## config.mk

```make
export PLATFORM = sky130hd
export DESIGN_NAME = gpwe_seq
export DESIGN_NICKNAME = d
export VERILOG_FILES = /design/src/rtl/glyph_pixel_write_expander_macros.svh /design/src/rtl/gpwe_pkg.sv /design/src/rtl/gpwe_seq.sv
export SDC_FILE = /design/constraint.sdc
export NUM_CORES = 1
export LEC_CHECK = 0
export ABC_AREA = 1
export BUFFER_PORTS_ARGS = -buffer_cell sky130_fd_sc_hd__buf_4
export CAP_MARGIN = 30
export CORE_ASPECT_RATIO = 0.5
export CORE_MARGIN = 2
export CORE_UTILIZATION = 35
export DETAILED_ROUTE_END_ITERATION = 7
export PLACE_DENSITY = 0.5
export RECOVER_POWER = 50
export SETUP_SLACK_MARGIN = 0.5
export SLEW_MARGIN = 20
export SYNTH_ARGS = -nofsm -noshare
export SYNTH_HDL_FRONTEND = slang
export SYNTH_SLANG_ARGS = --single-unit
```

## constraint.sdc

```tcl
create_clock -name clk -period 5 [get_ports clk]
set_input_delay 1 -clock clk [delete_from_list [all_inputs] [get_ports clk]]
set_output_delay 1 -clock clk [all_outputs]
set_load 0.02 [all_outputs]
```

## src/rtl/glyph_pixel_write_expander_macros.svh

```systemverilog
// Assertion macros for the glyph pixel write expander.
// Depends on nothing; included by the files that carry assertions.
`ifndef GLYPH_PIXEL_WRITE_EXPANDER_MACROS_SVH
`define GLYPH_PIXEL_WRITE_EXPANDER_MACROS_SVH

`ifndef ASSERT_OFF

// Property checked on every rising clock edge outside reset.
`define GPWE_ASSERT(label, clk, rst_n, prop) \
	label: assert property (@(posedge clk) disable iff (!(rst_n)) (prop)) \
		else $error("assertion failed: label");

// Condition that must never be true outside reset.
`define GPWE_ASSERT_NEVER(label, clk, rst_n, cond) \
	label: assert property (@(posedge clk) disable iff (!(rst_n)) !(cond)) \
		else $error("forbidden condition: label");

`else

`define GPWE_ASSERT(label, clk, rst_n, prop)
`define GPWE_ASSERT_NEVER(label, clk, rst_n, cond)

`endif

`endif

```

## src/rtl/gpwe_pkg.sv

```systemverilog
// Shared types and constants of the glyph pixel write expander.
// Depends on nothing; used by the address unit, the sequencer and the top level.
package gpwe_pkg;

	localparam int unsigned ROW_COUNT       = 8;
	localparam int unsigned COL_COUNT       = 8;
	localparam int unsigned ROW_IDX_W       = 3;
	localparam int unsigned GLYPH_BITS      = ROW_COUNT * COL_COUNT;
	localparam int unsigned BYTES_PER_PIXEL = 3;
	localparam int unsigned ADDR_W          = 32;
	localparam int unsigned COLOR_W         = 24;
	localparam int unsigned CFG_INDEX_W     = 2;
	localparam int unsigned CFG_DATA_W      = 32;
	localparam int unsigned FETCH_CNT_W     = 4;

	localparam logic OP_DRAW = 1'b0;
	localparam logic OP_LOAD = 1'b1;

	localparam logic [CFG_INDEX_W-1:0] REG_TOP_BUF0    = 2'd0;
	localparam logic [CFG_INDEX_W-1:0] REG_TOP_BUF1    = 2'd1;
	localparam logic [CFG_INDEX_W-1:0] REG_BOTTOM_BUF0 = 2'd2;
	localparam logic [CFG_INDEX_W-1:0] REG_BOTTOM_BUF1 = 2'd3;

	typedef struct packed {
		logic         op;
		logic [7:0]   char_code;
		logic [2:0]   glyph_row;
		logic [7:0]   row_bits;
		logic [8:0]   pos_x;
		logic [7:0]   pos_y;
		logic [23:0]  color;
		logic         bottom_screen;
		logic         use_other_buffer;
		logic         active_buffer;
	} gpwe_cmd_t;

	typedef struct packed {
		logic [31:0]  write_address;
		logic [23:0]  write_color;
		logic         last_write;
	} gpwe_result_t;

	typedef enum logic [1:0] {
		S_IDLE,
		S_FETCH,
		S_SCAN
	} gpwe_state_t;

	typedef enum logic [2:0] {
		AU_HOLD,
		AU_LOAD,
		AU_ADD_PROD,
		AU_ADD_OFF,
		AU_MARK_ROW,
		AU_NEXT_COL,
		AU_NEXT_ROW
	} gpwe_au_op_t;

	typedef struct packed {
		gpwe_au_op_t           au_op;
		logic                  emit;
		logic                  last;
		logic [ROW_IDX_W-1:0]  rd_row;
	} gpwe_ctrl_t;

endpackage

```

## src/rtl/gpwe_seq.sv

```systemverilog
// Sequencer: fetches the eight glyph rows, then scans the 64 glyph bits up to the last set one.
// Depends on gpwe_pkg for the state, operation and control types.
module gpwe_seq (
	input  logic                  clk,
	input  logic                  arst_n,
	input  logic                  draw_go,
	input  logic [7:0]            rdata,
	output logic                  busy,
	output gpwe_pkg::gpwe_ctrl_t  ctrl
);

	localparam logic [gpwe_pkg::FETCH_CNT_W-1:0] FETCH_LAST =
		gpwe_pkg::FETCH_CNT_W'(gpwe_pkg::ROW_COUNT);
	localparam logic [gpwe_pkg::ROW_IDX_W-1:0] COL_LAST =
		gpwe_pkg::ROW_IDX_W'(gpwe_pkg::COL_COUNT - 1);

	gpwe_pkg::gpwe_state_t                state_q;
	gpwe_pkg::gpwe_state_t                state_d;
	logic [gpwe_pkg::FETCH_CNT_W-1:0]     cnt_q;
	logic [gpwe_pkg::ROW_IDX_W-1:0]       x_q;
	logic [gpwe_pkg::GLYPH_BITS-1:0]      bits_q;
	logic                                 rest_zero;

	assign rest_zero = (bits_q[gpwe_pkg::GLYPH_BITS-2:0] == '0);
	assign busy      = (state_q != gpwe_pkg::S_IDLE);

	always_comb begin
		unique case (state_q)
			gpwe_pkg::S_IDLE:  state_d = draw_go ? gpwe_pkg::S_FETCH : gpwe_pkg::S_IDLE;
			gpwe_pkg::S_FETCH: state_d = (cnt_q == FETCH_LAST) ? gpwe_pkg::S_SCAN
			                                                   : gpwe_pkg::S_FETCH;
			gpwe_pkg::S_SCAN:  state_d = rest_zero ? gpwe_pkg::S_IDLE : gpwe_pkg::S_SCAN;
			default:           state_d = gpwe_pkg::S_IDLE;
		endcase
	end

	always_comb begin
		ctrl = '{au_op: gpwe_pkg::AU_HOLD, emit: 1'b0, last: 1'b0, rd_row: '0};
		unique case (state_q)
			gpwe_pkg::S_IDLE: begin
				if (draw_go) begin
					ctrl.au_op = gpwe_pkg::AU_LOAD;
				end
			end
			gpwe_pkg::S_FETCH: begin
				ctrl.rd_row = cnt_q[gpwe_pkg::ROW_IDX_W-1:0];
				unique case (cnt_q)
					4'd0:    ctrl.au_op = gpwe_pkg::AU_ADD_PROD;
					4'd1:    ctrl.au_op = gpwe_pkg::AU_ADD_OFF;
					4'd2:    ctrl.au_op = gpwe_pkg::AU_MARK_ROW;
					default: ctrl.au_op = gpwe_pkg::AU_HOLD;
				endcase
			end
			gpwe_pkg::S_SCAN: begin
				ctrl.emit  = bits_q[gpwe_pkg::GLYPH_BITS-1];
				ctrl.last  = rest_zero;
				ctrl.au_op = (x_q == COL_LAST) ? gpwe_pkg::AU_NEXT_ROW
				                               : gpwe_pkg::AU_NEXT_COL;
			end
			default: begin
			end
		endcase
	end

	always_ff @(posedge clk or negedge arst_n) begin
		if (!arst_n) begin
			state_q <= gpwe_pkg::S_IDLE;
			cnt_q   <= '0;
			x_q     <= '0;
		end else begin
			state_q <= state_d;
			cnt_q   <= (state_q == gpwe_pkg::S_FETCH) ? cnt_q + 1'b1 : '0;
			x_q     <= (state_q == gpwe_pkg::S_SCAN) ? x_q + 1'b1 : '0;
		end
	end

	// Rows arrive in the cycle after their read; row zero ends up in the top byte.
	always_ff @(posedge clk) begin
		if (state_q == gpwe_pkg::S_FETCH && cnt_q != '0) begin
			bits_q <= {bits_q[gpwe_pkg::GLYPH_BITS-9:0], rdata};
		end else if (state_q == gpwe_pkg::S_SCAN) begin
			bits_q <= {bits_q[gpwe_pkg::GLYPH_BITS-2:0], 1'b0};
		end
	end

endmodule

```

After elaboration in Yosys (flattened, before gate mapping)
Cells that the tools add are included.
- $add $sub $neg: 2
- equality and inequality tests: 6
- muxes and demuxes: 14
- reduce and logical (&&, ||, !) cells: 7
- operators with widths (cell ; number):
    2-to-1 mux 64 bit ; 2
    logical NOT 63 bit ; 1
    one-hot mux 3 bit (3 select lines) ; 2
    2-to-1 mux 2 bit ; 4
    2-to-1 mux 3 bit ; 2
    one-hot mux 2 bit (3 select lines) ; 1
    adder 4 x 1 -> 4 bit (second input constant) ; 1
    equality test 4 x 1 -> 1 bit (second input constant) ; 1
    equality test 4 x 2 -> 1 bit (second input constant) ; 1
    equality test 4 bit (second input constant) ; 1
    logical NOT 4 bit ; 1
    2-to-1 mux 4 bit ; 1
    nonzero test 2 bit ; 2
    nonzero test 4 bit ; 1
    adder 3 x 1 -> 3 bit (second input constant) ; 1
    equality test 3 bit (second input constant) ; 1
    equality test 2 x 1 -> 1 bit (second input constant) ; 1
    equality test 2 bit (second input constant) ; 1
    logical NOT 2 bit ; 1
    2-to-1 mux 1 bit ; 2
    logical AND 1 bit ; 1
- flip-flop bits (word level): 73
- input bits: 11
- output and inout port bits: 9
- word-level logic and storage cells: 33

Depth between registers and ports, before layout
Gate-level depths: netlist of the first run.
- depth in word-level cells: 3
- mapped depth: 8
- mapped depth without buffers: 8

Worst setup path before layout of the first run
Ideal clock, no wire load.
- kind: register -> register
- start: register cnt_q[0] in the netlist's numbering
- end: register bits_q[0] in the netlist's numbering, enable pin
- setup time: 0.424 ns
- arrival time: 2.501 ns
- required time: 4.576 ns
- setup slack: 2.075 ns
- stages on the path, launching flop included: 8
- path buffers: 2
- clock period less this slack: 2.925 ns
- cell sequence: dfrtp_1 -> inv_1 -> ha_1 -> nand2_2 -> nand2_4 -> buf_8 -> buf_8 -> nand2_1
- cells in the longest elaborated chain, start to end: 3
- RTL lines (what ; RTL line ; text):
    from (decl) ; gpwe_seq.sv:19 ; logic [gpwe_pkg::FETCH_CNT_W-1:0] cnt_q;
    from (signal assigned) ; gpwe_seq.sv:72 ; cnt_q <= (state_q == gpwe_pkg::S_FETCH) ? cnt_q + 1'b1 : '0;
    nonzero test 4 bit ; gpwe_seq.sv:79 ; if (state_q == gpwe_pkg::S_FETCH && cnt_q != '0) begin
    logical AND 1 bit ; gpwe_seq.sv:79 ;
    nonzero test 2 bit (no source line) ; -- ;
    to (signal assigned) ; gpwe_seq.sv:80 ; bits_q <= {bits_q[gpwe_pkg::GLYPH_BITS-9:0], rdata};
    to (signal assigned) ; gpwe_seq.sv:82 ; bits_q <= {bits_q[gpwe_pkg::GLYPH_BITS-2:0], 1'b0};
    to (decl) ; gpwe_seq.sv:21 ; logic [gpwe_pkg::GLYPH_BITS-1:0] bits_q;
No other way between the ends.
A chain may end at the register's enable or synchronous reset.

Final worst setup path of the first run
- start: register state_q[1]
- end: register bits_q[31] in the netlist's numbering, enable pin
- cells in the longest elaborated chain, start to end: 3
- elaborated cells on any way between the ends: 4
- those cells by class: eq/ne (2); reduce/logical (2)
- RTL lines (what ; RTL line ; text):
    from (decl) ; gpwe_seq.sv:17 ; gpwe_pkg::gpwe_state_t state_q;
    from (signal assigned) ; gpwe_seq.sv:67 ; state_q <= gpwe_pkg::S_IDLE;
    from (signal assigned) ; gpwe_seq.sv:71 ; state_q <= state_d;
    equality test 2 x 1 -> 1 bit ; gpwe_seq.sv:79 ;
    logical AND 1 bit ; gpwe_seq.sv:79 ;
    nonzero test 2 bit (no source line) (*) ; -- ;
Mark *: on every way between the ends. The rest lies on a longest branch, timed or not.

==> results of run 1 <==
## layout by cell type, fill, tap and decap left out
cell type	instances
o211ai_1	1
mux2_1	13
xnor2_1	1
buf_4	18
a21oi_1	2
mux2_2	46
inv_1	14
nand2_1	32
clkinv_2	3
nand3_1	3
clkbuf_1	3
ha_1	6
edfxtp_1	64
xor2_1	1
nor2_2	1
o21ai_0	6
clkbuf_16	9
dfrtp_1	9
nor2_1	57
clkinvlp_4	1
nand2_2	2
nand2_4	1
bufinv_16	2
## layout make-up
class,instances,area (µm²),share of cell area (%)
Sequential cell,73,2150,53.6
Timing Repair Buffer,20,143,3.56
Inverter,14,52.6,1.31
Tap cell,135,169,4.22
Multi-Input combinational cell,172,1180,29.5
Clock inverter,6,82.6,2.06
Clock buffer,10,229,5.72
## critical path, delay by kind of cell (launching register included)
family / cells / cell delay (ps)
DFF: 1 / 370
buffers and inverters: 3 / 830
and+or+nand+nor: 3 / 1420
## kinds of logic (layout without fill, tap and decap cells)
| family | after synthesis | after routing |
|---|---|---|
| simple gates | 96 | 96 |
| flops | 73 | 73 |
| mux | 59 | 59 |
| buf+inv | 22 | 50 |
| compound gates | 9 | 9 |
| fa+ha+maj | 6 | 6 |
| xor+xnor | 2 | 2 |
## report_power, final
part	leakage (nW)	internal (mW)	switching [mW]
sequential	0.868	0.668	0.00734
combinational	0.737	0.0123	0.00798
clock	0.152	0.434	0.239
## layer usage
| metal | vias to the layer above | routed length, µm | track usage (%) |
|---|---|---|---|
| met5 | - | 0 | 0 |
| met4 | 0 | 100 | 5.23 |
| met3 | 11 | 260 | 4.79 |
| met2 | 28 | 2620 | 18.3 |
| met1 | 883 | 3050 | 15.0 |
| li1 | 977 | - | - |
## worst paths after layout
kind,start,end,slack (ps),cells after the start
hold / removal,x_q[0],x_q[0],440,1
min in group asynchronous,arst_n,cnt_q[3],600,1
hold reg to reg,x_q[0],x_q[0],440,1
max in group asynchronous,arst_n,x_q[1],4060,1
setup / recovery,state_q[1],bits_q[31],1920,6
setup reg to reg,state_q[1],bits_q[31],1920,6
## state kept, by name (all words and copies together) (netlist names)
name     count
bits_q      64
x_q          3
cnt_q        4
state_q      2
## metrics by stage
step	instance area, µm²	power [mW]	utilization, %	setup WS, ps	cells
after floorplan	3520	0.700	-	2080	267
after global placement	3750	0.712	39.1	1970	414
after detailed placement	3750	0.713	39.1	1880	414
after CTS	4060	1.39	42.3	1870	430
after global routing	4010	1.42	41.7	1640	430
final	4010	1.37	41.7	1920	430
==> flow_summary.json, run 1 <==
{
  "hold_viol": 0,
  "drt-wirelength-per-cell_um": 14.0,
  "synth_xor_area_share_pct": 0.498,
  "crit_top_cell": "inv_1",
  "arrival_ps": 3050,
  "synth_edf_count": 64,
  "synth_mux_area_share_pct": 20.3,
  "path_max_fanout": 69,
  "slowest_delay_ps": 750,
  "fin_hold_ws_ps": 436,
  "syn-num-nets": 284,
  "peakVddDrop_mv": 0.147,
  "htree_levels": 3,
  "cp.required_ps": 4970,
  "synth-simple-area-share_pct": 10.7,
  "crit_path_end_kind": "flip-flop",
  "place_congestion": 0.762,
  "clk-insertion-delay-late_ps": 330,
  "pin_count": 20,
  "p_leak_nw": 1.76,
  "p_per_area_nw_per_um2": 342,
  "skew_ps": 4.80,
  "synth_seq_area_share_pct": 61.0,
  "fin_nets": 307,
  "netlist_top_cells_count": "edfxtp_1, nor2_1, mux2_2",
  "synthDistinctLibCells": 21,
  "cts_hold_buffers": 0,
  "antenna_found_initial": 0,
  "overflow": 0,
  "cts_buffer_depth": 2,
  "relSlewSlack_pct": 41.3,
  "viasPerCell": 4.42,
  "crit_chain": "inv_1, nand2_1, inv_1, nand2_4, nand2_2, buf_4",
  "outcome": "finished clean",
  "coreArea_um2": 9600,
  "synth_fa_ha_area_share_pct": 2.13,
  "fp.dieW_um": 146,
  "cts_tree": "built",
  "setup_violations": 0,
  "vias": 1899,
  "cts.sinks": 73,
  "drc": 0,
  "critPathKind": "reg2reg",
  "synth.most_common_cell": "edfxtp_1",
  "drt_iter0_drc": 111,
  "max_freq_mhz": 325,
  "start_kind": "flip-flop",
  "ys_warn_count": 0,
  "synth_top_family_by_area": "multiplexers",
  "slowest_stage": "nand2_2",
  "synth_compound_area_share_pct": 1.35,
  "rsz0062_at_grt": "no",
  "synthFlopType": "edfxtp_1",
  "ant_nets": 0,
  "post_cts_buffers": 0,
  "rows": 25,
  "drive_above_1_share_pct": 28.1,
  "nFillCells": 930,
  "finalCritPeriodShare_pct": 61.5,
  "start_util_pct": 36.7,
  "first_global_vias": 1915,
  "cts_inserted_buffers": 9,
  "postCtsResizedCells": 0,
  "clkSlewWorstSetupHoldPaths_ps": 60,
  "hpwl_um": 4000,
  "synthTopCellsByArea": "edfxtp_1, mux2_2, dfrtp_1",
  "syn2layout_area_growth_pct": 13.8,
  "drv_slew": 0,
  "netlist_area_um2": 3520,
  "gr-usage-all-layers_pct": 11.8,
  "tns_ps": 0,
  "yosysTopAreaCell": "edfxtp_1",
  "root_buffer": "clkbuf_16",
  "routed_wirelength_um": 6030,
  "grt_pass1_wl_um": 9600,
  "synthArstFlopShare_pct": 12.3,
  "period_minus_slack_ps": 3080,
  "dr.pass1.iters": 4,
  "ys_seq_elements": 73,
  "die-area_um2": 10900,
  "maxCapViolations": 0,
  "synth_top_cell_area_share_pct": 54.6,
  "n_antenna_cell": 0,
  "numPortBuffers": 19,
  "tightest_slew_ps": 880,
  "syn_inst": 267,
  "die_y_um": 74.9,
  "grt_max_degree": 70,
  "postSynthAreaPerCell_um2": 13.2,
  "min_path_type": "reg2reg"
}
(Power assumes the default switching activity.)
==> run 2, diff against run 1 <==
- clock period: 5 -> 2.91 ns (I/O delays scaled with it)
==> run 2 against run 1 <==
  * Maximum frequency increased by 29%
  * Setup slack worse by 1400 ps
  * Clock skew rose by 4.3 ps
  * Sequential cell count unchanged
  * Core utilization increased by 0.70 points
  * Clock-buffer cell count is 4 higher
  * Die area is the same
  * Cell count is 1.6% higher
  * Power increased by 66%
==> flow_summary.json, run 2 (synthesis gave the netlist of run 1 again) <==
{
  "r2r_slack_ps": 530,
  "fin_nets": 314,
  "cp.required_ps": 2990,
  "grt_max_degree": 69,
  "place_inst": 415,
  "cts_inserted_buffers": 9,
  "grt_pass1_wl_um": 10200,
  "relSlewSlack_pct": 34.7,
  "viasPerCell": 4.55,
  "mostFrequentLayoutCells": "edfxtp_1, nor2_1, mux2_2, nand2_1, buf_4",
  "largest_registers": "bits_q: 64 flops, cnt_q: 4 flops, x_q: 3 flops",
  "largest_register_ffs": 64,
  "maxCapViolations": 0,
  "hpwl_um": 3890,
  "gr-usage-all-layers_pct": 12.6,
  "antenna_found_initial": 0,
  "final_cells": 437,
  "swShare_pct": 19.0,
  "period_minus_slack_ps": 2380,
  "pin_count": 20,
  "drt-wirelength-per-cell_um": 14.1,
  "p_per_area_nw_per_um2": 557,
  "die_y_um": 74.9,
  "layout.cells.most_common": "edfxtp_1",
  "startpoint": "state_q[1]",
  "finalCritPeriodShare_pct": 81.8,
  "fp.dieW_um": 146,
  "crit_path_end_kind": "flip-flop",
  "routed_wirelength_um": 6180,
  "drive_above_1_share_pct": 32.5,
  "crit_end": "bits_q[4]",
  "tightest_slew_ps": 979,
  "max_freq_mhz": 420,
  "p_switching_mw": 0.431,
  "nFillCells": 901,
  "first_global_vias": 2002,
  "totalPowerFinal_mw": 2.27,
  "coreArea_um2": 9600,
  "drc": 0,
  "syn2layout_area_growth_pct": 15.7,
  "start_util_pct": 36.7,
  "p_leak_nw": 1.84,
  "power.share.clock_pct": 47.0,
  "peakVddDrop_mv": 0.305,
  "rsz0062_at_grt": "no",
  "cts.sinks": 73,
  "skew_ps": 9.12,
  "die-area_um2": 10900,
  "regMostFlops": "bits_q",
  "rows": 25,
  "drv_slew": 0,
  "reg2regPathDepth": 6,
  "dr.pass1.iters": 5,
  "root_buffer": "clkbuf_16",
  "arrival_ps": 2460,
  "drt_iter0_drc": 129,
  "n_antenna_cell": 0,
  "numPortBuffers": 19,
  "p_comb_share_pct": 1.8,
  "worstReg2RegEnd": "bits_q[4]",
  "clk-insertion-delay-late_ps": 340,
  "tns_ps": 0,
  "vias": 1990,
  "clkSlewWorstSetupHoldPaths_ps": 50,
  "critPathKind": "reg2reg",
  "setup_violations": 0,
  "htree_levels": 3,
  "cts_tree": "built",
  "start_kind": "flip-flop",
  "cts_buffer_depth": 2,
  "outcome": "finished clean",
  "r2r_start": "state_q[1]",
  "overflow": 0,
  "place_congestion": 0.727,
  "path_max_fanout": 68,
  "hold_viol": 0,
  "internal_power_mw": 1.84,
  "min_path_type": "in2async",
  "ant_nets": 0,
  "p_seq_share_pct": 51.2
}
[run 2: changes by cell type in the layout (fill, tap and decap cells not counted), sizes merged]
cell / change
bufinv: -1
clkbuf: +6
clkinv: -2
buf: +5
clkinvlp: -1
[run 2: layer usage]
layer	up-vias	part of all wire (%)	track usage, %
li1	986	-	-
met1	961	49	15.8
met2	37	45	19.5
met3	6	4.5	5.33
met4	0	1.3	5.56
met5	-	0	0
[run 2: worst min-delay path by stage]
| stage | slack (ps) | cells after the start | startpoint | to |
|---|---|---|---|---|
| after detailed placement | 410 | 1 | arst_n | cnt_q[2] |
| final | 180 | 1 | arst_n | cnt_q[2] |
| after floorplan | 290 | 0 | arst_n | cnt_q[0] |
| after global placement | 410 | 1 | arst_n | cnt_q[2] |
| after global routing | 230 | 1 | arst_n | cnt_q[2] |
| after CTS | 60 | 1 | arst_n | cnt_q[2] |
[run 2: power groups by stage]
stage               logic [mW]  clock network [mW]  registers (mW)
CTS                     0.0422                1.09            1.16
floorplan               0.0252                   0            1.18
detailed placement      0.0420                   0            1.18
global placement        0.0416                   0            1.18
finish                  0.0410                1.07            1.16
global route            0.0456                1.14            1.16
[run 2: stage by stage]
step	cell area [µm²]	hold WS [ps]	utilization [%]	setup slack, ps
floorplan	3520	286	-	609
global placement	3780	412	39.4	960
detailed placement	3780	413	39.4	973
CTS	4060	55.8	42.3	616
global route	4070	225	42.4	358
finish	4070	184	42.4	531
[run 2: worst max-delay path, cell delays in order, from the launching register on]
cell      delay [ps]
dfrtp_1          340
inv_1             60
nand2_1          240
inv_1            160
nand2_4          100
clkbuf_4         760
mux2_2           430
[run 2: layout make-up]
class                      count  area (µm²)  area share (%)
multi-input combinational    172        1230            30.3
inverter                      14        52.6            1.29
tap                          135         169            4.15
timing repair buffer          27         195            4.79
sequential                    73        2150            52.7
clock inverter                 2        33.8           0.829
clock buffer                  14         244            5.99
[run 2: what timing repair did]
item / 4_1_cts / 5_1_grt
gates resized for setup: 0 / 2
setup buffers: 0 / 6
setup endpoints to repair: 0 / 1
hold buffers: 0 / 0
