--- config.mk ---
export PLATFORM = sky130hd
export DESIGN_NAME = gpwe_addr_unit
export DESIGN_NICKNAME = d
export VERILOG_FILES = /design/src/rtl/glyph_pixel_write_expander_macros.svh /design/src/rtl/gpwe_pkg.sv /design/src/rtl/gpwe_addr_unit.sv
export SDC_FILE = /design/constraint.sdc
export NUM_CORES = 1
export LEC_CHECK = 0
export ABC_AREA = 1
export BUFFER_PORTS_ARGS = -buffer_cell sky130_fd_sc_hd__buf_2
export CAP_MARGIN = 5
export CORE_AREA = 2 2 135 150
export DETAILED_ROUTE_END_ITERATION = 6
export DIE_AREA = 0 0 137 152
export SYNTH_ARGS = -nofsm -noshare
export SYNTH_HDL_FRONTEND = slang
export SYNTH_SLANG_ARGS = --single-unit
--- constraint.sdc ---
create_clock -name clk -period 4.8 [get_ports clk]
set_input_delay 1.2 -clock clk [delete_from_list [all_inputs] [get_ports clk]]
set_output_delay 1.2 -clock clk [all_outputs]
set_load 0.05 [all_outputs]
--- src/rtl/glyph_pixel_write_expander_macros.svh ---
// Assertion macros for the glyph pixel write expander.
// Depends on nothing; included by the files that carry assertions.
`ifndef GLYPH_PIXEL_WRITE_EXPANDER_MACROS_SVH
`define GLYPH_PIXEL_WRITE_EXPANDER_MACROS_SVH

`ifndef ASSERT_OFF

// Property checked on every rising clock edge outside reset.
`define GPWE_ASSERT(label, clk, rst_n, prop) \
	label: assert property (@(posedge clk) disable iff (!(rst_n)) (prop)) \
		else $error("assertion failed: label");

// Condition that must never be true outside reset.
`define GPWE_ASSERT_NEVER(label, clk, rst_n, cond) \
	label: assert property (@(posedge clk) disable iff (!(rst_n)) !(cond)) \
		else $error("forbidden condition: label");

`else

`define GPWE_ASSERT(label, clk, rst_n, prop)
`define GPWE_ASSERT_NEVER(label, clk, rst_n, cond)

`endif

`endif

--- src/rtl/gpwe_pkg.sv ---
// Shared types and constants of the glyph pixel write expander.
// Depends on nothing; used by the address unit, the sequencer and the top level.
package gpwe_pkg;

	localparam int unsigned ROW_COUNT       = 8;
	localparam int unsigned COL_COUNT       = 8;
	localparam int unsigned ROW_IDX_W       = 3;
	localparam int unsigned GLYPH_BITS      = ROW_COUNT * COL_COUNT;
	localparam int unsigned BYTES_PER_PIXEL = 3;
	localparam int unsigned ADDR_W          = 32;
	localparam int unsigned COLOR_W         = 24;
	localparam int unsigned CFG_INDEX_W     = 2;
	localparam int unsigned CFG_DATA_W      = 32;
	localparam int unsigned FETCH_CNT_W     = 4;

	localparam logic OP_DRAW = 1'b0;
	localparam logic OP_LOAD = 1'b1;

	localparam logic [CFG_INDEX_W-1:0] REG_TOP_BUF0    = 2'd0;
	localparam logic [CFG_INDEX_W-1:0] REG_TOP_BUF1    = 2'd1;
	localparam logic [CFG_INDEX_W-1:0] REG_BOTTOM_BUF0 = 2'd2;
	localparam logic [CFG_INDEX_W-1:0] REG_BOTTOM_BUF1 = 2'd3;

	typedef struct packed {
		logic         op;
		logic [7:0]   char_code;
		logic [2:0]   glyph_row;
		logic [7:0]   row_bits;
		logic [8:0]   pos_x;
		logic [7:0]   pos_y;
		logic [23:0]  color;
		logic         bottom_screen;
		logic         use_other_buffer;
		logic         active_buffer;
	} gpwe_cmd_t;

	typedef struct packed {
		logic [31:0]  write_address;
		logic [23:0]  write_color;
		logic         last_write;
	} gpwe_result_t;

	typedef enum logic [1:0] {
		S_IDLE,
		S_FETCH,
		S_SCAN
	} gpwe_state_t;

	typedef enum logic [2:0] {
		AU_HOLD,
		AU_LOAD,
		AU_ADD_PROD,
		AU_ADD_OFF,
		AU_MARK_ROW,
		AU_NEXT_COL,
		AU_NEXT_ROW
	} gpwe_au_op_t;

	typedef struct packed {
		gpwe_au_op_t           au_op;
		logic                  emit;
		logic                  last;
		logic [ROW_IDX_W-1:0]  rd_row;
	} gpwe_ctrl_t;

endpackage

--- src/rtl/gpwe_addr_unit.sv ---
// Address unit: one shared 32-bit adder that builds and steps the pixel address.
// Depends on gpwe_pkg for the operation codes and pixel constants.
module gpwe_addr_unit #(
	parameter int unsigned SCREEN_LINE_PIXELS = 240
) (
	input  logic                   clk,
	input  gpwe_pkg::gpwe_au_op_t  au_op,
	input  logic [31:0]            base,
	input  logic [8:0]             pos_x,
	input  logic [7:0]             pos_y,
	output logic [31:0]            addr
);

	localparam int unsigned LINE_BYTES = SCREEN_LINE_PIXELS * gpwe_pkg::BYTES_PER_PIXEL;
	localparam int unsigned LB_W       = $clog2(LINE_BYTES + 1);
	localparam int unsigned PROD_W     = 9 + LB_W;
	localparam logic [31:0] COL_STEP   = 32'(LINE_BYTES);
	localparam logic [31:0] ROW_STEP   = ~32'(gpwe_pkg::BYTES_PER_PIXEL) + 32'd1;
	localparam logic [31:0] OFF_BASE   = 32'(LINE_BYTES - gpwe_pkg::BYTES_PER_PIXEL);

	logic [PROD_W-1:0] prod_q;
	logic [31:0]       off_q;
	logic [31:0]       acc_q;
	logic [31:0]       row_q;
	logic [31:0]       opa;
	logic [31:0]       opb;
	logic [31:0]       sum;

	// Operand selection for the shared adder.
	always_comb begin
		opa = (au_op == gpwe_pkg::AU_NEXT_ROW) ? row_q : acc_q;
		unique case (au_op)
			gpwe_pkg::AU_ADD_PROD: opb = 32'(prod_q);
			gpwe_pkg::AU_ADD_OFF:  opb = off_q;
			gpwe_pkg::AU_NEXT_COL: opb = COL_STEP;
			gpwe_pkg::AU_NEXT_ROW: opb = ROW_STEP;
			default:               opb = 32'd0;
		endcase
		sum = opa + opb;
	end

	always_ff @(posedge clk) begin
		unique case (au_op)
			gpwe_pkg::AU_LOAD: begin
				acc_q  <= base;
				prod_q <= PROD_W'(pos_x) * PROD_W'(LINE_BYTES);
				off_q  <= OFF_BASE - ((32'(pos_y) << 1) + 32'(pos_y));
			end
			gpwe_pkg::AU_ADD_PROD,
			gpwe_pkg::AU_ADD_OFF,
			gpwe_pkg::AU_NEXT_COL: begin
				acc_q <= sum;
			end
			gpwe_pkg::AU_MARK_ROW: begin
				row_q <= acc_q;
			end
			gpwe_pkg::AU_NEXT_ROW: begin
				acc_q <= sum;
				row_q <= sum;
			end
			default: begin
			end
		endcase
	end

	assign addr = acc_q;

endmodule

# Word-level counts from Yosys, hierarchy flattened
# Cells that the tools add are included.
# word_totals
output_inout_bits	32
ff_bits	111
inputBits	53
word_cells	21
# classes
eq_ne	6
muxes	4
multipliers	1
reduce_logical	3
addsub	3
# op_table
op	count
$pmux 32 s2	2
$pmux 32 s4	1
$add 32x32->32	1
$mux 32	1
$mul 9x6->15 const B	1
$sub 10x10->11 const A	1
$add 9x8->10	1
$eq 3x3->1 const B	3
$eq 3x2->1 const B	2
$reduce_bool 2->1	2
$reduce_or 4->1	1
$eq 3x1->1 const B	1

# Longest topological paths before layout
# Gate-level depths: netlist of run 1.
# depth
word_depth	4
ltp_mapped	19
depth_no_buf	18

# Worst setup path before layout of run 1
# Ideal clock, no wire load.
# synth_path
path_type	input-to-reg
startpoint	in au_op[1]
endpoint	reg acc_q[0], in the netlist addr[0], enable pin
setup_ns	0.466
path_buffers	0
setup_slack_ns	0.706
required_ns	4.334
path_stages	3
t_arrival_ns	3.628
cell_sequence	inv_1 -> nand2_1 -> o21ai_0
# synth_via
elab_chain_cells	3
elab_cells_between_ends	7
cone_classes	eq/ne (5); reduce/logical (2)
# synth_rtl
item	line	source
start: declaration	gpwe_addr_unit.sv:7	input gpwe_pkg::gpwe_au_op_t au_op,
$eq 3x3->1 / $eq 3x2->1 (equally long branches)	gpwe_addr_unit.sv:43	unique case (au_op)
$reduce_or 4->1 (no source line)	--	
$reduce_bool 2->1 (no source line) (*)	--	
end signal: assignment	gpwe_addr_unit.sv:45	acc_q <= base;
end signal: assignment	gpwe_addr_unit.sv:52	acc_q <= sum;
end signal: assignment	gpwe_addr_unit.sv:58	acc_q <= sum;
end: declaration	gpwe_addr_unit.sv:23	logic [31:0] acc_q;
# Mark *: on every way between the ends. The rest lies on a longest branch, timed or not.
# A chain may end at the register's enable or synchronous reset.

# Final worst setup path of run 1
# layout_path
startpoint	in pos_x[5]
endpoint	reg prod_q[16], data pin
# layout_via
elab_chain_cells	1
# layout_rtl
item	line	source
start: declaration	gpwe_addr_unit.sv:9	input logic [8:0] pos_x,
$mul 9x6->15	gpwe_addr_unit.sv:46	prod_q <= PROD_W'(pos_x) * PROD_W'(LINE_BYTES);
end signal: assignment	gpwe_addr_unit.sv:46	
end: declaration	gpwe_addr_unit.sv:21	logic [PROD_W-1:0] prod_q;
# No other way between the ends.

==> results.sh, run 1 <==
export IMPL_finalWirelength_microns=19300
export IMPL_grt_setup_unrepaired="false"
export IMPL_slew_viol_final=0
export IMPL_clkLatencyLatePin_ns=0.36
export IMPL_post_cts_buffers=0
export IMPL_ys_types=33
export IMPL_crit_type="in2reg"
export IMPL_cts_sinks=90
export IMPL_hold_class="reg2reg"
export IMPL_min_to="row_q[27]"
export IMPL_r2r_start="addr[0]"
export IMPL_num_rows=54
export IMPL_yosysWarningCount=0
export IMPL_synth_area_leaders="edfxtp_1 35%, nand2_1 21%, ha_1 12%"
export IMPL_yosys_cell_count_top_type="nand2_1"
export IMPL_route_detailed_drc=0
export IMPL_drt_iter0_markers=414
export IMPL_firstDrtPassIters=7
export IMPL_start_util=0.401
export IMPL_antenna_found_initial=0
export IMPL_worst_pin_slew_ns=0.746
export IMPL_die_x_microns=137
export IMPL_synth_edf_count=90
export IMPL_cap_violations=0
export IMPL_rr_worst_depth=12
export IMPL_io_pins=85
export IMPL_route_vias_total=6756
export IMPL_syn_to_final_growth_pct=12.6
export IMPL_synth_top_cell_by_area="edfxtp_1"
export IMPL_cp_end_kind="flop"
export IMPL_nNetsFinal=1306
export IMPL_dpl_hpwl_microns=15300
export IMPL_seq_area_frac_synth=0.346
export IMPL_syn_inst=1079
export IMPL_holdBufCountCts=0
export IMPL_antennaDiodeCount=0
export IMPL_worstPathRequired_ns=4.90
export IMPL_die_y_microns=152
export IMPL_dp_cells=1406
export IMPL_max_freq_ghz=0.264
export IMPL_hold_depth=2
export IMPL_gp_congestion=0.926
export IMPL_clkTransAtPathRegs_ns=0.07
export IMPL_syn_nets=1220
export IMPL_grt_first_pass_wirelength_microns=32000
export IMPL_finalCritPeriodShare=0.788
export IMPL_min_delay_start="addr[27]"
export IMPL_grt_max_degree=52
export IMPL_power_leakage_nw=4.69
export IMPL_grt_pass1_vias=6597
export IMPL_synth_common_cells="432 x nand2_1, 185 x inv_1, 90 x edfxtp_1"
export IMPL_drt_vias_per_instance=4.75
export IMPL_tns_ns=0
export IMPL_skew_ns=0.0118
export IMPL_overflow=0
export IMPL_synthArstFlopShare=0
export IMPL_finalHoldViolCount=0
export IMPL_cts_path_max_buffers=2
export IMPL_cp_start_kind="input pin"
export IMPL_wl_per_cell_microns=13.6
export IMPL_layout_drive_gt1_share=0.109
export IMPL_h_tree_depth=3
export IMPL_p_per_area_nw_per_um2=348
export IMPL_syn_area_sq_um=7810
export IMPL_status="completed"
export IMPL_final_cells=1422
export IMPL_relSlewSlack=0.502
export IMPL_syn_avg_cell_area_sq_um=7.24
export IMPL_r2r_end="row_q[16]"
export IMPL_cts_tree="built"
export IMPL_synth_main_ff_cell="edfxtp_1"
export IMPL_layout_min_cycle_time_ns=3.78
export IMPL_path_max_fanout=4
export IMPL_cp_arrival_ns=3.88
export IMPL_yosysTopAreaCellShare=0.346
export IMPL_ys_seq_elements=90
export IMPL_root_buffer="clkbuf_16"
export IMPL_peakVddDrop_v=0.000143
export IMPL_numCtsBuffers=9
export IMPL_core_sq_um=19500
export IMPL_die_area_sq_um=20800
export IMPL_ctsResizeCount=0
export IMPL_r2r_slack_ns=2.24
export IMPL_ant_nets=0
export IMPL_setup_viol_count_final=0
export IMPL_grt_usage=0.194
export IMPL_port_buffers=84
flip-flops by register name, indices dropped and copies added (netlist names):
| name | count |
|---|---|
| prod_q | 15 |
| off_q | 11 |
| row_q | 32 |
| addr | 32 |
logic make-up (layout without fill, tap and decap cells):
family	after synthesis	count (layout)	share of synthesized area
XOR/XNOR	31	31	0.0348
AO/OA/AOI/OAI	89	89	0.0643
flip-flops	90	90	0.346
buffers and inverters	208	299	0.105
AND/OR/NAND/NOR	573	573	0.295
adder cells (fa/ha/maj)	88	88	0.155
through the flow:
stage	setup WS, ns	instance area [sq um]	hold slack [ns]	utilization	total power [W]
after floorplan	0.706	7810	0.752	-	0.00209
final	1.02	8800	0.578	0.452	0.00306
after detailed placement	0.660	8530	0.566	0.438	0.00242
after CTS	1.02	8800	0.585	0.452	0.00309
after global routing	0.755	8800	0.611	0.452	0.00330
after global placement	0.679	8530	0.562	0.438	0.00241
worst max-delay path by stage:
stage                       to      from  cells after the start  slack, ns
finish              prod_q[16]  pos_x[5]                     13       1.02
global route          addr[31]  au_op[1]                     19       0.75
CTS                 prod_q[16]  pos_x[5]                     13       1.02
detailed placement  prod_q[16]  pos_x[5]                     13       0.66
global placement    prod_q[16]  pos_x[5]                     13       0.68
floorplan              addr[0]  au_op[1]                      3       0.71
cell type report:
class                           instances  area, sq um
Clock buffer                           10          229
Clock inverter                          6         41.3
Fill cell                            2015        10700
Inverter                              191          717
Multi-Input combinational cell        781         4300
Sequential cell                        90         2700
Tap cell                              252          315
Timing Repair Buffer                   92          493
routing by layer:
layer / share of wire / GRT usage / vias to the layer above
li1: - / - / 3594
met1: 0.46 / 0.251 / 3007
met2: 0.47 / 0.331 / 126
met3: 0.038 / 0.0247 / 29
met4: 0.027 / 0.0687 / 0
met5: 0 / 0 / -
where the power goes:
group | leakage (nW) | switching (W) | total (W) | internal [W]
registers | 0.856 | 0.0000338 | 0.00105 | 0.00101
logic | 3.71 | 0.000920 | 0.00135 | 0.000433
clock network | 0.127 | 0.000311 | 0.000662 | 0.000351
worst max-delay path, cell delays in order:
cell and delay, ns:
buf_2 0.11, ha_1 0.34, fa_1 0.54, inv_1 0.05, fa_1 0.49, inv_1 0.04
ha_1 0.34, a21oi_1 0.18, o21ai_0 0.12, a21oi_1 0.21, nor2_1 0.06, nor2_1 0.11
xor2_1 0.07
placed cells by master, fill, tap and decap left out, types with 2 or more instances in the layout:
cell type | Yosys | layout
inv_1 | 185 | 185
nand2_1 | 432 | 432
ha_1 | 73 | 73
o21bai_1 | 3 | 3
nand3_1 | 68 | 68
a221o_1 | 3 | 3
nor2_2 | 1 | 3
o21ai_2 | 6 | 7
fa_1 | 15 | 15
clkinvlp_4 | 0 | 2
a21oi_1 | 32 | 32
nand3b_1 | 2 | 2
buf_4 | 0 | 7
o21ai_1 | 6 | 6
buf_2 | 5 | 84
clkbuf_16 | 0 | 9
inv_2 | 5 | 5
nand4_1 | 7 | 7
o21ai_0 | 34 | 33
nor2_1 | 49 | 47
nand2_2 | 5 | 5
xor2_1 | 18 | 18
a22oi_1 | 3 | 3
nor3_1 | 5 | 5
clkinv_1 | 1 | 2
edfxtp_1 | 90 | 90
xnor2_1 | 13 | 13
Power figures use the tool's default switching activity.
==> inputs of run 2 (changes only) <==
==> constraint.sdc (replaced) <==
create_clock -name clk -period 3.3 [get_ports clk]
set_input_delay 0.825 -clock clk [delete_from_list [all_inputs] [get_ports clk]]
set_output_delay 0.825 -clock clk [all_outputs]
set_load 0.05 [all_outputs]
==> results.sh, run 2 (same netlist as run 1, synthesis figures left out) <==
export IMPL_crit_type="in2reg"
export IMPL_core_sq_um=19500
export IMPL_wl_per_cell_microns=12.9
export IMPL_p_per_area_nw_per_um2=502
export IMPL_mostFrequentLayoutCells="431 x nand2_1, 184 x inv_1, 117 x buf_4, 90 x edfxtp_1, 84 x buf_2"
export IMPL_register_area_sq_um=2700
export IMPL_rr_worst_depth=13
export IMPL_antennaDiodeCount=0
export IMPL_cts_sinks=90
export IMPL_cts_path_max_buffers=2
export IMPL_num_rows=54
export IMPL_nNetsFinal=1419
export IMPL_cp_arrival_ns=3.23
export IMPL_h_tree_depth=3
export IMPL_layout_min_cycle_time_ns=3.13
export IMPL_drt_vias_per_instance=4.69
export IMPL_r2r_slack_ns=0.81
export IMPL_grt_max_degree=38
export IMPL_relSlewSlack=0.618
export IMPL_endpoint="prod_q[16]"
export IMPL_grt_usage=0.199
export IMPL_finalCritPeriodShare=0.949
export IMPL_setup_viol_count_final=0
export IMPL_holdBufCountCts=0
export IMPL_r2r_start="off_q[8]"
export IMPL_n_fill_cell=1969
export IMPL_final_common_cell="nand2_1"
export IMPL_finalWirelength_microns=19800
export IMPL_multi_input_area_sq_um=4420
export IMPL_finalHoldViolCount=0
export IMPL_drt_iter0_markers=387
export IMPL_postLayoutCoreUtil=0.504
export IMPL_route_detailed_drc=0
export IMPL_start_util=0.401
export IMPL_antenna_found_initial=0
export IMPL_ant_nets=0
export IMPL_cp_startpoint="pos_x[4]"
export IMPL_r2r_end="addr[17]"
export IMPL_cts_tree="built"
export IMPL_slew_viol_final=0
export IMPL_port_buffers=84
export IMPL_hold_class="reg2reg"
export IMPL_cap_violations=0
export IMPL_path_max_fanout=4
export IMPL_die_y_microns=152
export IMPL_die_area_sq_um=20800
export IMPL_peakVddDrop_v=0.000266
export IMPL_route_vias_total=7192
export IMPL_io_pins=85
export IMPL_dpl_hpwl_microns=16200
export IMPL_ctsResizeCount=0
export IMPL_dpl_worst_slack_ns=-0.256
export IMPL_numCtsBuffers=9
export IMPL_worstPathRequired_ns=3.40
export IMPL_cp_end_kind="flop"
export IMPL_power_leakage_nw=5.25
export IMPL_grt_setup_unrepaired="false"
export IMPL_skew_ns=0.00993
export IMPL_die_x_microns=137
export IMPL_overflow=0
export IMPL_firstDrtPassIters=5
export IMPL_max_freq_ghz=0.319
export IMPL_worst_pin_slew_ns=0.572
export IMPL_clkLatencyLatePin_ns=0.36
export IMPL_status="completed"
export IMPL_post_cts_buffers=0
export IMPL_setup_slack_ns=0.168
export IMPL_cp_start_kind="input pin"
export IMPL_grt_first_pass_wirelength_microns=32800
export IMPL_clkTransAtPathRegs_ns=0.06
export IMPL_grt_pass1_vias=7022
export IMPL_gp_congestion=0.937
export IMPL_layout_drive_gt1_share=0.203
export IMPL_syn_to_final_growth_pct=25.6
export IMPL_root_buffer="clkbuf_16"
run 2: worst min path at each step:
stage             start   endpoint  slack, ns  cells after the start
2_1_floorplan  off_q[0]    addr[0]       0.75                      5
3_3_place_gp   addr[26]  row_q[26]       0.56                      2
3_5_place_dp   addr[26]  row_q[26]       0.56                      2
4_1_cts        addr[26]  row_q[26]       0.58                      2
5_1_grt        addr[25]  row_q[25]       0.60                      2
6_report       addr[25]  row_q[25]       0.57                      2
run 2: layer usage:
layer / share of wire / vias to the layer above / track usage
met5: 0 / - / 0
met3: 0.028 / 14 / 0.0234
met4: 0.013 / 0 / 0.0545
met1: 0.45 / 3249 / 0.248
met2: 0.51 / 112 / 0.359
li1: - / 3817 / -
run 2: where the power goes:
group,leakage [nW],total (W),switching (W),internal (W)
sequential,0.856,0.00152,0.0000468,0.00147
clock,0.125,0.000963,0.000451,0.000512
combinational,4.27,0.00244,0.00145,0.000996
total,5.25,0.00493,0.00194,0.00298
run 2: per-stage QoR:
stage	setup TNS, ns	instance area (sq um)	hold WS (ns)	instances	total power (W)
after floorplan	-0.00314	7930	0.752	1079	0.00312
after global placement	-3.79	9530	0.556	1519	0.00397
after detailed placement	-4.91	9530	0.558	1519	0.00400
after CTS	0	9800	0.576	1534	0.00497
after global routing	0	9810	0.598	1534	0.00529
final	0	9810	0.572	1534	0.00493
run 2: cell type report:
type                    instances  share of cell area
flip-flops and latches         90               0.276
clock inverters                 5             0.00421
multi-input cells             781               0.451
inverters                     191              0.0731
well taps                     252              0.0322
clock buffers                  10              0.0234
repair buffers                205               0.141
run 2: critical path, stage by stage:
cell and delay [ns]:
buf_2 0.13, ha_1 0.29, inv_2 0.06, fa_1 0.49
fa_1 0.51, inv_1 0.06, ha_4 0.28, nand2_1 0.08
nor2_2 0.15, a21oi_2 0.08, nor2_1 0.08, nor2_1 0.06
xor2_1 0.14
==> inputs of run 3 (changes only) <==
--- a/config.mk
+++ b/config.mk
@@ -8,9 +8,10 @@
 export ABC_AREA = 1
 export BUFFER_PORTS_ARGS = -buffer_cell sky130_fd_sc_hd__buf_2
 export CAP_MARGIN = 5
-export CORE_AREA = 2 2 135 150
+export CORE_AREA = 4 4 137 152
+export CTS_CLUSTER_DIAMETER = 40
 export DETAILED_ROUTE_END_ITERATION = 6
-export DIE_AREA = 0 0 137 152
+export DIE_AREA = 0 0 141 156
 export SYNTH_ARGS = -nofsm -noshare
 export SYNTH_HDL_FRONTEND = slang
 export SYNTH_SLANG_ARGS = --single-unit
==> constraint.sdc (replaced) <==
create_clock -name clk -period 3.4 [get_ports clk]
set_input_delay 0.85 -clock clk [delete_from_list [all_inputs] [get_ports clk]]
set_output_delay 0.85 -clock clk [all_outputs]
set_load 0.05 [all_outputs]
==> results.sh, run 3 (same netlist as run 1, synthesis figures left out) <==
export IMPL_core_sq_um=19100
export IMPL_p_seq_frac=0.306
export IMPL_firstDrtPassIters=5
export IMPL_cap_violations=0
export IMPL_rr_worst_depth=15
export IMPL_hold_ws_ns=0.577
export IMPL_mostFrequentLayoutCells="432 x nand2_1, 184 x inv_1, 99 x buf_4, 90 x edfxtp_1, 84 x buf_2"
export IMPL_wl_per_cell_microns=13.1
export IMPL_route_detailed_drc=0
export IMPL_finalHoldViolCount=0
export IMPL_h_tree_depth=3
export IMPL_drt_iter0_markers=411
export IMPL_multi_input_area_sq_um=4350
export IMPL_grt_setup_unrepaired="false"
export IMPL_cp_start_kind="input pin"
export IMPL_endpoint="prod_q[16]"
export IMPL_route_vias_total=7064
export IMPL_swShare=0.392
export IMPL_r2r_start="off_q[30]"
export IMPL_clkPwrFrac=0.217
export IMPL_cts_sinks=90
export IMPL_die_x_microns=141
export IMPL_die_area_sq_um=22000
export IMPL_root_buffer="clkbuf_16"
export IMPL_status="completed"
export IMPL_max_freq_ghz=0.310
export IMPL_path_max_fanout=4
export IMPL_dpl_hpwl_microns=16400
export IMPL_nNetsFinal=1403
export IMPL_cp_arrival_ns=3.32
export IMPL_antenna_found_initial=0
export IMPL_gp_congestion=0.937
export IMPL_cp_startpoint="pos_x[6]"
export IMPL_skew_ns=0.0124
export IMPL_die_y_microns=156
export IMPL_n_fill_cell=1937
export IMPL_cp_end_kind="flop"
export IMPL_start_util=0.409
export IMPL_grt_first_pass_wirelength_microns=33400
export IMPL_hold_depth=2
export IMPL_final_common_cell="nand2_1"
export IMPL_antennaDiodeCount=0
export IMPL_cts_tree="built"
export IMPL_setup_viol_count_final=0
export IMPL_finalPower_w=0.00482
export IMPL_layout_drive_gt1_share=0.186
export IMPL_power_switching_w=0.00189
export IMPL_finalWirelength_microns=19800
export IMPL_worst_pin_slew_ns=0.571
export IMPL_overflow=0
export IMPL_p_int_w=0.00293
export IMPL_r2r_end="addr[29]"
export IMPL_grt_pass1_vias=6957
export IMPL_clkTransAtPathRegs_ns=0.07
export IMPL_clkLatencyLatePin_ns=0.35
export IMPL_slew_viol_final=0
export IMPL_port_buffers=84
export IMPL_numCtsBuffers=9
export IMPL_grt_max_degree=38
export IMPL_relSlewSlack=0.619
export IMPL_peakVddDrop_v=0.000228
export IMPL_num_rows=53
export IMPL_drt_vias_per_instance=4.67
export IMPL_hold_class="reg2reg"
export IMPL_worstPathRequired_ns=3.50
export IMPL_crit_type="in2reg"
export IMPL_finalCritPeriodShare=0.948
export IMPL_syn_to_final_growth_pct=23.9
export IMPL_power_leakage_nw=5.20
export IMPL_power_frac_comb=0.477
export IMPL_r2r_slack_ns=0.94
export IMPL_ant_nets=0
export IMPL_layout_min_cycle_time_ns=3.22
export IMPL_io_pins=85
export IMPL_p_per_area_nw_per_um2=498
export IMPL_cts_path_max_buffers=2
export IMPL_register_area_sq_um=2700
export IMPL_grt_usage=0.189
run 3: cell count changes in the layout (fill, tap and decap cells not counted), moves of 2 or more:
cell	previous run	this run
inv_8	0	2
ha_1	66	70
buf_12	4	6
clkinv_4	2	0
buf_4	117	99
a21oi_2	5	3
a21oi_1	27	29
nor2_1	44	46
nor2_2	6	4
ha_4	7	3
run 3: repair_timing:
item / in CTS / in global routing
setup buffers: 0 / 0
resized for setup: 0 / 2
setup endpoints to repair: 0 / 2
hold buffers: 0 / 0
run 3: stage by stage:
step	setup WS, ns	instance area, sq um	setup TNS [ns]	util	instances
2_1_floorplan	0.00613	7860	0	-	1079
3_3_place_gp	-0.174	9360	-0.955	0.490	1498
3_5_place_dp	-0.224	9360	-1.84	0.490	1498
4_1_cts	0.132	9670	0	0.506	1514
5_1_grt	0.0189	9670	0	0.506	1514
6_report	0.176	9670	0	0.506	1514
run 3: critical path: stages:
cell and delay (ns):
buf_2 0.11, ha_1 0.33, fa_1 0.55, inv_1 0.06, fa_1 0.49, inv_1 0.06
ha_4 0.28, nand2_1 0.09, o21ai_2 0.18, a21oi_2 0.05, nor2_1 0.09, nor2_1 0.05
xor2_1 0.15
run 3: worst min-delay path by stage:
| stage | endpoint | startpoint |
|---|---|---|
| 2_1_floorplan | addr[0] | off_q[0] |
| 3_3_place_gp | row_q[30] | addr[30] |
| 3_5_place_dp | row_q[21] | addr[21] |
| 4_1_cts | row_q[21] | addr[21] |
| 5_1_grt | row_q[21] | addr[21] |
| 6_report | row_q[22] | addr[22] |
run 3: layer usage:
metal | GRT usage | routed length, microns | share of wire
met5 | 0 | 0 | 0
met3 | 0.0245 | 619 | 0.031
met2 | 0.334 | 9610 | 0.48
met1 | 0.238 | 9100 | 0.46
met4 | 0.0632 | 506 | 0.026
run 3: power by group through the flow:
stage / sequential (W) / clock, W / combinational, W
floorplan: 0.00171 / 0 / 0.00128
global placement: 0.00150 / 0 / 0.00228
detailed placement: 0.00150 / 0 / 0.00231
CTS: 0.00148 / 0.00107 / 0.00232
global route: 0.00149 / 0.00112 / 0.00260
finish: 0.00148 / 0.00105 / 0.00230
run 3: cell type report:
type,instances,area share
Clock inverter,7,0.00854
Inverter,191,0.0741
Clock buffer,9,0.0233
Tap cell,247,0.0319
Multi-Input combinational cell,781,0.450
Timing Repair Buffer,189,0.133
Sequential cell,90,0.279
